`config.mk`:
```
export PLATFORM = sky130hd
export DESIGN_NAME = window_median_scale_calibrator_core
export DESIGN_NICKNAME = d
export VERILOG_FILES = /design/src/sv/wmsc_pkg.sv /design/src/sv/window_median_scale_calibrator_core.sv
export VERILOG_INCLUDE_DIRS = /design/src /design/src/sv
export SDC_FILE = /design/constraint.sdc
export NUM_CORES = 1
export LEC_CHECK = 0
export ABC_AREA = 0
export BUFFER_PORTS_ARGS = -buffer_cell sky130_fd_sc_hd__clkbuf_2
export CAP_MARGIN = 20
export CORE_MARGIN = 2
export CORE_UTILIZATION = 53
export CTS_BUF_LIST = sky130_fd_sc_hd__clkbuf_4
export CTS_CLUSTER_DIAMETER = 40
export DETAILED_ROUTE_END_ITERATION = 10
export PLACE_DENSITY = 0.69
export SLEW_MARGIN = 20
export SYNTH_ARGS = -nofsm -noshare
export SYNTH_HDL_FRONTEND = slang
export SYNTH_SLANG_ARGS = --single-unit
export TNS_END_PERCENT = 30
```
`constraint.sdc`:
```
create_clock -name clk -period 7.7 [get_ports clk]
set_clock_uncertainty 0.15 [all_clocks]
set_input_delay 0 -clock clk [delete_from_list [all_inputs] [get_ports clk]]
set_output_delay 0 -clock clk [all_outputs]
set_load 0.01 [all_outputs]
```
`src/sv/assert_macros.svh`:
```
// Assertion helpers for the calibrator core.
`ifndef ASSERT_MACROS_SVH
`define ASSERT_MACROS_SVH
// Check a property every clock edge outside reset.
`define ASSERT_CLK(lbl, prop, msg) \
  lbl: assert property (@(posedge clk) disable iff (rst) (prop)) else $error(msg);
// Check a property including during reset.
`define ASSERT_ALWAYS(lbl, prop, msg) \
  lbl: assert property (@(posedge clk) (prop)) else $error(msg);
`endif

```
`src/sv/wmsc_pkg.sv`:
```
// ----------------------------------------------------------------------------
// wmsc_pkg
// Shared widths and codes for the sliding-window median calibrator.
// ----------------------------------------------------------------------------
package wmsc_pkg;
  localparam int Depth   = 32;
  localparam int IdxW    = $clog2(Depth);
  localparam int CntW    = $clog2(Depth + 1);
  localparam int DataW   = 32;
  localparam int CfgW    = 6;
  localparam int InW     = 40;
  localparam int OutW    = 40;
  localparam logic [CfgW-1:0] MinRatiosReset = CfgW'(16);
  localparam logic CmdPush  = 1'b0;
  localparam logic CmdClear = 1'b1;
endpackage

```
`src/sv/window_median_scale_calibrator_core.sv`:
```
// ----------------------------------------------------------------------------
// window_median_scale_calibrator_core
// Sliding window of 32 Q16.16 ratios, median select and consistency check.
// ----------------------------------------------------------------------------
// Usage:
//   s_axis carries one command word: tuser = command (0 push, 1 clear),
//   tdata = ratio. m_axis returns one word per command: scale, ready_res, fill.
//   cfg_valid/cfg_ready write min_ratios; write only while idle.
// Timing:
//   A clear has its result valid the cycle after accept. A push that does not
//   reach min_ratios passes through S_WRITE to the output. A push that
//   computes the median runs a single shared comparator over the window: up
//   to fill candidates for the rank search, then one pass for the consistency
//   count before the result is registered.
//   The history memory port (one read per cycle) paces these passes.
//   Input is not accepted while an item is in work or its result waits.
// Reset:
//   rst clears fill, scale, ready flag and min_ratios (to 16). The history
//   memory is not cleared.
// Stall:
//   The result holds in the output register until m_axis_tready.
// ----------------------------------------------------------------------------
`include "assert_macros.svh"
module window_median_scale_calibrator_core (
  input  logic                        clk,
  input  logic                        rst,
  input  logic                        s_axis_tvalid,
  output logic                        s_axis_tready,
  input  logic [wmsc_pkg::DataW-1:0]  s_axis_tdata,   // [31:0] ratio
  input  logic                        s_axis_tuser,   // [0] command
  output logic                        m_axis_tvalid,
  input  logic                        m_axis_tready,
  output logic [wmsc_pkg::OutW-1:0]   m_axis_tdata,   // [31:0] scale, [32] ready_res,
                                                      // [38:33] fill, [39] zero
  input  logic                        cfg_valid,
  output logic                        cfg_ready,
  input  logic [wmsc_pkg::CfgW-1:0]   cfg_data
);
  import wmsc_pkg::*;

  typedef enum logic [2:0] {
    S_IDLE, S_WRITE, S_RANK, S_CHECK, S_CONS, S_DONE, S_OUT
  } state_t;

  state_t                  state;
  logic [DataW-1:0]        mem [Depth];
  logic [DataW-1:0]        rd_data;
  logic [IdxW-1:0]         rd_addr;
  logic [CntW-1:0]         held;
  logic [IdxW-1:0]         oldest;
  logic [DataW-1:0]        scale;
  logic                    ready_flag;
  logic [CfgW-1:0]         min_ratios;
  logic [DataW-1:0]        ratio;
  logic [DataW-1:0]        cand;
  logic                    cand_ok;
  logic [DataW-1:0]        median;
  logic [CntW-1:0]         oi;
  logic [CntW-1:0]         ij;
  logic                    rd_pend;
  logic [CntW-1:0]         less;
  logic [CntW-1:0]         leq;
  logic [CntW-1:0]         cons;
  logic [CntW-1:0]         k;
  logic                    lt;
  logic                    eq;
  logic [DataW:0]          abs_m;
  logic signed [DataW+1:0] diff;
  logic [DataW+1:0]        abs_d;
  logic [DataW+3:0]        d4;
  logic [CntW+2:0]         cons4;
  logic [CntW+2:0]         held3;

  assign s_axis_tready = (state == S_IDLE);
  assign cfg_ready     = (state == S_IDLE);
  assign m_axis_tvalid = (state == S_OUT);
  assign m_axis_tdata  = {1'b0, 6'(held), ready_flag, scale};
  assign k             = held >> 1;

  // shared comparator and magnitude unit
  assign lt    = $signed(rd_data) < $signed(cand);
  assign eq    = rd_data == cand;
  assign abs_m = median[DataW-1] ? (DataW+1)'(-$signed({median[DataW-1], median}))
                                 : {1'b0, median};
  assign diff  = $signed({{2{rd_data[DataW-1]}}, rd_data})
               - $signed({{2{median[DataW-1]}}, median});
  assign abs_d = diff[DataW+1] ? (DataW+2)'(-diff) : (DataW+2)'(diff);
  assign d4    = {abs_d, 2'b00};
  assign cons4 = {1'b0, cons, 2'b00};
  assign held3 = (CntW+3)'(held) + (CntW+3)'({held, 1'b0});

  always_ff @(posedge clk) begin
    if (state == S_WRITE) begin
      mem[held < CntW'(Depth) ? IdxW'(oldest + IdxW'(held)) : oldest] <= ratio;
    end
    rd_data <= mem[rd_addr];
  end

  always_ff @(posedge clk) begin
    if (rst) begin
      state      <= S_IDLE;
      held       <= '0;
      oldest     <= '0;
      scale      <= '0;
      ready_flag <= 1'b0;
      min_ratios <= MinRatiosReset;
      rd_pend    <= 1'b0;
      cand_ok    <= 1'b0;
    end else begin
      unique case (state)
        S_IDLE: begin
          if (cfg_valid) begin
            min_ratios <= cfg_data;
          end
          if (s_axis_tvalid) begin
            ratio <= s_axis_tdata;
            if (s_axis_tuser == CmdClear) begin
              held       <= '0;
              oldest     <= '0;
              scale      <= '0;
              ready_flag <= 1'b0;
              state      <= S_OUT;
            end else begin
              ready_flag <= 1'b0;
              state      <= S_WRITE;
            end
          end
        end
        S_WRITE: begin
          if (held < CntW'(Depth)) begin
            held <= held + 1'b1;
            if (held + 1'b1 >= CntW'(min_ratios)) state <= S_RANK;
            else state <= S_OUT;
          end else begin
            oldest <= oldest + 1'b1;
            if (held >= CntW'(min_ratios)) state <= S_RANK;
            else state <= S_OUT;
          end
          oi      <= '0;
          ij      <= '0;
          rd_addr <= '0;
          rd_pend <= 1'b0;
          cand_ok <= 1'b0;
          less    <= '0;
          leq     <= '0;
        end
        S_RANK: begin
          // fetch candidate, then stream the window against it
          if (!rd_pend) begin
            rd_pend <= 1'b1;
            rd_addr <= '0;
            ij      <= '0;
          end else if (!cand_ok) begin
            cand    <= rd_data;
            cand_ok <= 1'b1;
            rd_addr <= IdxW'(1);
            ij      <= CntW'(1);
          end else begin
            if (lt) less <= less + 1'b1;
            if (lt || eq) leq <= leq + 1'b1;
            if (ij == held) begin
              state <= S_CHECK;
            end else begin
              rd_addr <= IdxW'(ij + 1'b1);
              ij      <= ij + 1'b1;
            end
          end
        end
        S_CHECK: begin
          if (less <= k && k < leq) begin
            median  <= cand;
            cons    <= '0;
            ij      <= '0;
            rd_addr <= '0;
            state   <= (cand == '0) ? S_OUT : S_CONS;
          end else begin
            oi      <= oi + 1'b1;
            rd_addr <= IdxW'(oi + 1'b1);
            rd_pend <= 1'b0;
            cand_ok <= 1'b0;
            less    <= '0;
            leq     <= '0;
            state   <= (oi + 1'b1 == held) ? S_OUT : S_RANK;
          end
        end
        S_CONS: begin
          if (ij != '0 && d4 <= (DataW+4)'(abs_m)) cons <= cons + 1'b1;
          if (ij == held) state <= S_DONE;
          else begin
            rd_addr <= IdxW'(ij + 1'b1);
            ij      <= ij + 1'b1;
          end
        end
        S_DONE: begin
          if (cons4 >= held3) begin
            scale      <= median;
            ready_flag <= 1'b1;
          end
          state <= S_OUT;
        end
        S_OUT: begin
          if (m_axis_tready) state <= S_IDLE;
          cand_ok <= 1'b0;
        end
        default: state <= S_IDLE;
      endcase
    end
  end

  `ASSERT_CLK(a_fill_range, held <= CntW'(Depth), "fill above window depth")
  `ASSERT_CLK(a_ready_scale, ready_flag |-> scale != '0, "ready with zero scale")
  `ASSERT_CLK(a_out_hold, m_axis_tvalid && !m_axis_tready |=> $stable(m_axis_tdata), "stall")
  `ASSERT_CLK(a_no_accept_busy, state != S_IDLE |-> !s_axis_tready, "accept while busy")
endmodule

```
==> impl_metrics.env <==
export IMPL_yosysWarnings=0
export IMPL_max_freq_ghz=0.148
export IMPL_clock_sinks=1242
export IMPL_timing_final_crit_share_pct=87.6
export IMPL_setup_tns_ns=0
export IMPL_final_antenna_net_count=0
export IMPL_critical_path_cell_chain="ha_1 -> fa_1 -> nand2b_1 -> a21o_1 -> a21boi_0 -> o22ai_1 -> nor4b_1 -> nand3_1 -> nor2_1 -> or4b_1 -> o21ai_0 -> xor2_1 -> ha_1 -> a21o_1 -> a21oi_1 -> nor2b_1 -> o21ai_0 -> nand2_1 -> o41a_1 -> a311oi_1 -> mux2i_1 -> a221oi_1 -> buf_4"
export IMPL_cts_root_buffer="clkbuf_4"
export IMPL_post_cts_buffers=0
export IMPL_required_ns=8.38
export IMPL_syn_area_mm2=0.0527
export IMPL_synth_edf_count=1155
export IMPL_placementRows=115
export IMPL_cts_tree="yes"
export IMPL_maxCapViolations=0
export IMPL_routabilityCongestion=0.981
export IMPL_rsz0062_at_grt="false"
export IMPL_synthArstFlopShare_pct=0
export IMPL_ir_worst_vdd_mv=0.200
export IMPL_fin_nets=3633
export IMPL_drc=0
export IMPL_numPortBuffers=85
export IMPL_tightest_slew_ns=1.12
export IMPL_num_vias=30300
export IMPL_wl_mm=135
export IMPL_yosysSeqAreaShare_pct=69.1
export IMPL_syn_inst=2961
export IMPL_synth_flop_cell="edfxtp_1"
export IMPL_hold_class="input pin to register"
export IMPL_wl_per_cell_um=27.2
export IMPL_finalSetupViolations=0
export IMPL_drt_iter0_markers=3111
export IMPL_syn_area_per_cell_um2=17.8
export IMPL_slowest_stage="nor4b_1"
export IMPL_drive_gt1_share_pct=28.2
export IMPL_grt_ovfl_total=0
export IMPL_max_stage_delay_ns=0.68
export IMPL_area_delta_synth_final_pct=14.0
export IMPL_period_minus_slack_ns=6.74
export IMPL_coreArea_mm2=0.0986
export IMPL_die_area_mm2=0.102
export IMPL_synth_cell_types=81
export IMPL_die_h_um=319
export IMPL_slew_headroom_pct=25.1
export IMPL_grt_pass1_wl_mm=199
export IMPL_ys_seq_elements=1242
export IMPL_yosysTopAreaCell="edfxtp_1"
export IMPL_synth_top_area_share_pct=65.8
export IMPL_start_util_pct=53.5
export IMPL_post_dp_hpwl_mm=78.7
export IMPL_syn_nets=3150
export IMPL_clockBufferDepth=4
export IMPL_clkLatencyLatePin_ns=1.21
export IMPL_die_w_um=319
export IMPL_grtUsageTotal_pct=26.7
export IMPL_leakagePower_nw=20.3
export IMPL_clkTransAtPathRegs_ns=0.06
export IMPL_grt_pass1_vias=31600
export IMPL_critPathKind="register to register"
export IMPL_setup_worst_path_end_class="register"
export IMPL_total_power_mw=19.2
export IMPL_startpoint_type="register"
export IMPL_ios=87
export IMPL_powerDensity_mw_per_mm2=319
export IMPL_finalHoldViolCount=0
export IMPL_htree_levels=5
export IMPL_viasPerCell=6.14
export IMPL_status="finished, final reports clean"
export IMPL_slew_viol_final=0
export IMPL_grt_max_degree=136
export IMPL_firstDrtPassIters=6
export IMPL_antenna_found_initial=4
export IMPL_cp_max_fo=6
export IMPL_cp_arrival_ns=7.42
export IMPL_synth_area_top_cells="edfxtp_1 (66%), mux4_2 (14%), ha_1 (3.4%), dfxtp_1 (3.3%), xnor2_1 (1.5%)"
export IMPL_cts_buffers=331
==> critical path, delay by kind of cell (launching register included) <==
family,cells,cell delay [ns]
AO/OA/AOI/OAI,10,2.32
XOR/XNOR,1,0.12
adder cells (fa/ha/maj),3,0.85
buffers and inverters,1,0.24
flip-flops,1,0.47
multiplexers,1,0.12
AND/OR/NAND/NOR,7,2.18
==> cells by family (layout without fill, tap and decap cells) <==
logic type	count (synthesis)	after routing	synth area share (%)
simple gates	499	499	4.62
fa+ha+maj	145	145	3.48
xor+xnor	122	122	2.03
mux	362	362	14.5
buf+inv	224	908	1.64
other cells	2	10	0.0142
compound gates	365	365	4.60
flops	1242	1242	69.1
==> per-layer routing <==
metal / up-vias / wire (um) / global-route usage, % / share of wire, %
met5: - / 0 / 0 / 0
met4: 0 / 4200 / 10.4 / 3.1
met3: 253 / 9580 / 4.62 / 7.1
met2: 1399 / 67400 / 44.2 / 50
met1: 15600 / 53300 / 35.7 / 40
li1: 13100 / - / - / -
==> cell type report <==
cell class	instances	area [um2]
flip-flops and latches	1242	36400
repair buffers	274	2200
fillers	7120	38500
clock buffers	447	3360
inverters	100	375
diodes	8	20.0
clock inverters	87	400
well taps	1287	1610
multi-input cells	1495	15700
==> final timing paths <==
check	startpoint	to	slack [ns]	cells past startpoint
max	median[0]$_DFFE_PP_	cons[0]$_SDFFCE_PP0P_	0.96	23
min	s_axis_tdata[26]	ratio[26]$_DFFE_PP_	0.08	3
max reg2reg	median[0]$_DFFE_PP_	cons[0]$_SDFFCE_PP0P_	0.96	23
min reg2reg	rd_data[0]$_DFF_P_	cand[0]$_DFFE_PP_	0.27	0
==> power by group <==
part / internal, mW / switching [mW] / total, mW
sequential: 7.83 / 0.438 / 8.27
combinational: 2.55 / 3.11 / 5.66
clock: 2.73 / 2.54 / 5.27
==> placed cells by master (no fill, tap or decap), drive strengths merged, types with 60 or more instances in the layout <==
cell type       n
edfxtp       1155
clkbuf        532
mux4          320
nor2          158
ha            142
dlygate4sd3   129
inv           107
a21oi         103
nand2          96
xnor2          89
dfxtp          87
clkinv         75
o21ai          67
buf            60
==> state kept, by name, summed over array words and instances, names as in the netlist <==
name,count
cand,32
cand_ok,1
cons,6
held,6
ij,6
leq,6
less,6
median,32
mem,1024
min_ratios,6
oi,6
oldest,5
ratio,32
rd_addr,5
rd_data,32
rd_pend,1
ready_flag,1
scale,32
state,3
==> cells in the mapped netlist (4+ instances only) <==
| cell type | count |
|---|---|
| a211o_1 | 4 |
| a211oi_1 | 7 |
| a21o_1 | 45 |
| a21oi_1 | 98 |
| a21oi_2 | 5 |
| a22oi_1 | 30 |
| a31oi_1 | 12 |
| and2_1 | 13 |
| and3_1 | 12 |
| and4_1 | 6 |
| buf_1 | 30 |
| buf_2 | 4 |
| clkbuf_1 | 85 |
| dfxtp_1 | 87 |
| edfxtp_1 | 1155 |
| ha_1 | 142 |
| inv_1 | 100 |
| mux2_2 | 34 |
| mux2i_1 | 8 |
| mux4_2 | 320 |
| nand2_1 | 96 |
| nand2b_1 | 19 |
| nand3_1 | 54 |
| nand3b_1 | 4 |
| nand4_1 | 28 |
| nor2_1 | 158 |
| nor2b_1 | 15 |
| nor3_1 | 32 |
| nor3b_1 | 5 |
| nor4_1 | 19 |
| o2111ai_1 | 5 |
| o211ai_1 | 13 |
| o21a_1 | 13 |
| o21ai_0 | 61 |
| o21bai_1 | 5 |
| o221ai_1 | 6 |
| o22ai_1 | 7 |
| o31ai_1 | 11 |
| o41ai_1 | 4 |
| or2_2 | 8 |
| or3_1 | 13 |
| xnor2_1 | 89 |
| xor2_1 | 33 |
==> stage by stage <==
stage	std cells	util, %	hold WS (ns)	instance area [um2]	setup WS (ns)
after CTS	4932	61.0	0.00742	60100	1.02
after global placement	4269	55.8	0.0266	55000	0.988
final	4940	61.0	0.0836	60100	0.958
after floorplan	2961	-	-0.0511	52700	1.71
after global routing	4938	61.0	0.0324	60100	0.509
after detailed placement	4269	55.8	0.0286	55000	1.02
==> what timing repair did <==
item | CTS | global route
endpoints found under the setup margin | 0 | 0
hold buffers | 129 | 0
endpoints found under the hold margin | 188 | 0
resized for setup | 0 | 0
Note: power is estimated with default switching activity, not from simulation.
